===== config.mk =====
export PLATFORM = sky130hd
export DESIGN_NAME = bpe_ctrl_store
export DESIGN_NICKNAME = d
export VERILOG_FILES = /design/src/rtl/core/bpe_pkg.sv /design/src/rtl/core/bpe_ctrl_store.sv
export SDC_FILE = /design/constraint.sdc
export NUM_CORES = 2
export LEC_CHECK = 0
export BUFFER_PORTS_ARGS = -buffer_cell sky130_fd_sc_hd__buf_2
export CAP_MARGIN = 20
export CORE_ASPECT_RATIO = 2
export CORE_MARGIN = 1.5
export CORE_UTILIZATION = 30
export CTS_BUF_LIST = sky130_fd_sc_hd__clkbuf_4 sky130_fd_sc_hd__clkbuf_8
export DETAILED_ROUTE_END_ITERATION = 7
export PLACE_DENSITY = 0.48
export SLEW_MARGIN = 10
export SYNTH_ARGS = -nofsm -noshare
export SYNTH_HDL_FRONTEND = slang
export SYNTH_SLANG_ARGS = --single-unit

===== constraint.sdc =====
create_clock -name clk -period 1.94 [get_ports clk]
set_input_delay 0 -clock clk [delete_from_list [all_inputs] [get_ports clk]]
set_output_delay 0 -clock clk [all_outputs]
set_load 0.01 [all_outputs]

===== src/rtl/core/bpe_pkg.sv =====
// ----------------------------------------------------------------------------
// Bicubic patch evaluator package
// Shared types, constants and fixed point helpers.
// ----------------------------------------------------------------------------
package bpe_pkg;

	localparam int WFRAC = 24;
	localparam int PFRAC = 15;
	localparam logic [15:0] PARAM_ONE = 16'd32768;
	localparam logic signed [31:0] RECIP3 = 32'sd89478486;
	localparam int RECIP3_SHIFT = 28;

	localparam logic signed [3:0] COEF [2][4][4] = '{
		'{'{4'sd1, -4'sd3, 4'sd3, -4'sd1}, '{4'sd0, 4'sd3, -4'sd6, 4'sd3},
		  '{4'sd0, 4'sd0, 4'sd3, -4'sd3}, '{4'sd0, 4'sd0, 4'sd0, 4'sd1}},
		'{'{4'sd1, -4'sd3, 4'sd3, -4'sd1}, '{4'sd4, 4'sd0, -4'sd6, 4'sd3},
		  '{4'sd1, 4'sd3, 4'sd3, -4'sd3}, '{4'sd0, 4'sd0, 4'sd0, 4'sd1}}
	};

	typedef enum logic [3:0] {
		ST_IDLE, ST_TPOW, ST_WGT, ST_WDIV, ST_ACC, ST_AXEND, ST_SCALE,
		ST_CROSS, ST_SQ, ST_SQRT, ST_NDIV, ST_DONE
	} bpe_state_t;

	typedef struct packed {
		logic signed [31:0] x;
		logic signed [31:0] y;
		logic signed [31:0] z;
	} bpe_point_t;

	typedef struct packed {
		logic       en;
		logic [3:0] idx;
		bpe_point_t pt;
	} bpe_wr_t;

	typedef struct packed {
		logic signed [31:0] pos_x;
		logic signed [31:0] pos_y;
		logic signed [31:0] pos_z;
		logic signed [15:0] norm_x;
		logic signed [15:0] norm_y;
		logic signed [15:0] norm_z;
		logic               degenerate;
	} bpe_res_t;

	function automatic logic [63:0] abs64(input logic signed [63:0] x);
		return x[63] ? 64'(-x) : 64'(x);
	endfunction

	function automatic logic signed [63:0] rnd24(input logic signed [63:0] x);
		logic [63:0] m;
		logic [63:0] q;
		m = abs64(x);
		q = (m + (64'd1 << (WFRAC - 1))) >> WFRAC;
		return x[63] ? -$signed(q) : $signed(q);
	endfunction

	function automatic logic signed [31:0] sat32(input logic signed [63:0] x);
		if (x > 64'sd2147483647) begin
			return 32'sh7fffffff;
		end else if (x < -64'sd2147483648) begin
			return 32'sh80000000;
		end
		return x[31:0];
	endfunction

	function automatic logic signed [51:0] cmul(input logic signed [3:0] c,
		input logic signed [51:0] x);
		logic [2:0] cm;
		logic signed [51:0] p;
		cm = c[3] ? 3'(-c) : c[2:0];
		p = (cm[0] ? x : 52'sd0) + (cm[1] ? (x <<< 1) : 52'sd0)
			+ (cm[2] ? (x <<< 2) : 52'sd0);
		return c[3] ? -p : p;
	endfunction

endpackage


===== src/rtl/core/bpe_ctrl_store.sv =====
// ----------------------------------------------------------------------------
// Control point store
// Sixteen control points, one write port and one read port.
// ----------------------------------------------------------------------------
module bpe_ctrl_store (
	input  logic                clk,
	input  logic                arst_n,
	input  bpe_pkg::bpe_wr_t    wr,
	input  logic [3:0]          rd_idx,
	output bpe_pkg::bpe_point_t rd_pt
);
	import bpe_pkg::*;

	bpe_point_t pts_q [16];

	always_ff @(posedge clk or negedge arst_n) begin
		if (!arst_n) begin
			for (int k = 0; k < 16; k++) begin
				pts_q[k] <= '0;
			end
		end else if (wr.en) begin
			pts_q[wr.idx] <= wr.pt;
		end
	end

	assign rd_pt = pts_q[rd_idx];
endmodule


==> metrics <==
internal power=66.6 mW; Synth cell types=23; first-pass GRT wire length=309000 um; syn_nets=4271; Async SR Flop Fraction=100%; Fillers=21530; ANT nets after route=0; flop2flop setup slack=0.61 ns; Final Max Slew Viols=0; TNS Setup=-32.20 ns; Synth-to-Final Area Change=22.3%; core region area=226000 um2; status=finished, violations left; Yosys reg bits=1536; worst-path maximum fanout=2; Hold Vio Cnt, Final=0; Logic pwr share=20.1%; largest net degree at the start of global routing=93; Finished Layout Cells=7810; relative slew slack=54.8%; worst slew pin tran=0.678 ns; worst hold start=wr[66]; fin crit share=124%; Synth area leaders=dfrtp_1 56%, mux2_2 24%, mux4_2 13%; worst min-delay path category=input pin to register; share of cells above drive strength 1=62.0%; routed wire length=206000 um; routed len/inst=26.4 um; Inserted Clock Buffers=237; Clock Skews=0 ns; DR DRC count=0; PD cells=1080 nW/um2; Seq/Total Area, Yosys=56.3%; CTS sink cnt=1536; die area=231000 um2; Peak supply drop=0.562 mV; CTS tree=built; post-route setup slack=-0.460 ns; Site Rows=247; Final Setup Violations=96; Leakage=35.1 nW; predominant post-synthesis flop cell=dfrtp_1; total grt overflow=0; net switching power=23.8 mW; initial antenna violation count=33; Seq pwr share=47.8%; Critical Path RT=1.94 ns; dpl cells=7216; DP Wirelength=125000 um; clk buf depth=4; vias in the first global route=44412; Pre-antenna DRT Iters=4; final net count=4746; Post-synth EDFFs=0; Ys Warns=0; Root Buffer=clkbuf_8; CP Class=register to output port; clk slew on worst S/H paths=0.06 ns; Worst Setup End Kind=output port; DRT iter0 DRCs=1427; Sw Ratio=26.3%; CP arrival=2.40 ns; vias per cell=5.02; Avg Inst Size Synth=16.4 um2; die width=340 um; die span in y=678 um; io pins=203; top cell type by total area after synthesis=dfrtp_1; initial core utilization=30.2%; Hold Path Depth=3; max reg flops=1536; FF-to-FF End=pts_q[730]$_DFFE_PN0P_; Skew-Pair Late Insertion Delay=0.95 ns; failing checks=setup timing; vias=39185; r2r worst-path depth=2; synthesized instance count=4164; Endpoint, Worst Hold=pts_q[738]$_DFFE_PN0P_; GP Congestion=0.724; clock power share=32.1%; Total Power=90.4 mW; Total GRT Usage=18.0%; top cells by count, synth=1536 x dfrtp_1, 1435 x mux2_2, 384 x mux4_2; Worst Setup Start Kind=register; Max H-tree Level=4; Regs by FF count=pts_q (1536); reg2reg start=pts_q[730]$_DFFE_PN0P_; IO buf count=202; MaxCap Viol Count=0; Synth top area share=56.3%; fin crit period=2.40 ns; Cell Area, Synth=68300 um2; RSZ-0062 raised after global routing=yes; Reg with most FFs=pts_q; CP Launch Point=pts_q[1256]$_DFFE_PN0P_; top-count cell post-synth=dfrtp_1; fmax=417 MHz
==> worst max path at each step <==
stage | end | slack, ns | cells past startpoint
after floorplan | rd_pt[0] | 0.42 | 6
after global placement | rd_pt[77] | -0.04 | 7
after detailed placement | rd_pt[77] | 0.03 | 7
after CTS | rd_pt[8] | -0.59 | 5
after global routing | rd_pt[7] | -0.56 | 4
final | rd_pt[8] | -0.46 | 5
==> power by group through the flow <==
stage          sequential [mW]  combinational [mW]  clock [mW]
5_1_grt                   44.1                19.6        31.4
3_5_place_dp              43.8                16.7           0
2_1_floorplan             42.3                12.1           0
4_1_cts                   43.2                18.2        30.2
6_report                  43.2                18.2        29.0
3_3_place_gp              43.5                16.4           0
==> layout make-up <==
type	count	area [um2]	share of cell area (%)
well taps	2988	3740	4.48
repair buffers	627	7080	8.47
clock inverters	25	218	0.261
clock buffers	378	4800	5.74
flip-flops and latches	1536	38400	46.0
multi-input cells	2237	29200	35.0
diodes	19	47.5	0.0569
==> worst max-delay path, stage by stage (launching register included) <==
cell and delay, ns:
dfrtp_1 0.40, mux4_2 0.48, a22oi_2 0.18, nand2_1 0.11, buf_6 0.16, buf_6 0.12
==> metrics by stage <==
step	hold slack, ns	util [%]	area, um2	setup WS [ns]
CTS	0.000560	36.8	83200	-0.591
global route	0.0652	36.9	83500	-0.555
global placement	-0.0734	33.3	75300	-0.0381
detailed placement	-0.0661	33.3	75300	0.0251
finish	0.0758	36.9	83500	-0.460
floorplan	-0.296	-	68300	0.419
==> layout by cell type, fill, tap and decap left out, types with 2 or more instances in the layout <==
cell | Yosys | layout
dfrtp_1 | 1536 | 1536
mux2_2 | 1435 | 1435
mux4_2 | 384 | 384
clkbuf_8 | 0 | 313
a22oi_2 | 0 | 164
dlygate4sd3_1 | 0 | 155
buf_12 | 0 | 155
buf_2 | 181 | 123
buf_4 | 4 | 111
buf_6 | 8 | 78
clkbuf_4 | 0 | 65
mux2_1 | 61 | 61
nand2_2 | 0 | 58
mux2_4 | 40 | 40
nand2_1 | 98 | 37
a22oi_1 | 192 | 28
diode_2 | 0 | 19
clkinv_2 | 0 | 16
nor2_4 | 0 | 7
nor3_4 | 0 | 6
clkinvlp_4 | 0 | 4
nand2_4 | 0 | 3
bufinv_16 | 0 | 3
nor2b_4 | 0 | 2
nand2b_4 | 2 | 2
or3_4 | 0 | 2
nand3b_1 | 2 | 2
nand3_1 | 2 | 2
buf_16 | 0 | 2
buf_8 | 0 | 2
==> per-layer routing <==
| layer | share of wire [%] | vias up | track usage, % | routed length (um) |
|---|---|---|---|---|
| li1 | - | 16543 | - | - |
| met4 | 2.6 | 26 | 5.23 | 5340 |
| met1 | 44 | 21614 | 23.3 | 89700 |
| met2 | 50 | 637 | 30.8 | 104000 |
| met5 | 0.079 | - | 0 | 162 |
| met3 | 3.5 | 365 | 2.82 | 7230 |
==> repair_timing <==
action,in CTS,in global routing
buffers inserted,12,4
endpoints found under the setup margin,96,121
pin swaps,194,53
gates cloned,0,0
hold buffers,159,0
hold endpoints to repair,3072,0
resized for setup,260,69
==> cells by family (layout without fill, tap and decap cells) <==
family | after synthesis | count (layout) | synth area share, %
AOI/OAI and AO/OA | 192 | 192 | 2.11
buffers and inverters | 391 | 1030 | 2.59
DFF | 1536 | 1536 | 56.3
muxes | 1920 | 1920 | 38.2
other | 0 | 19 | 0
and+or+nand+nor | 125 | 125 | 0.832
Power figures use the tool's default switching activity.
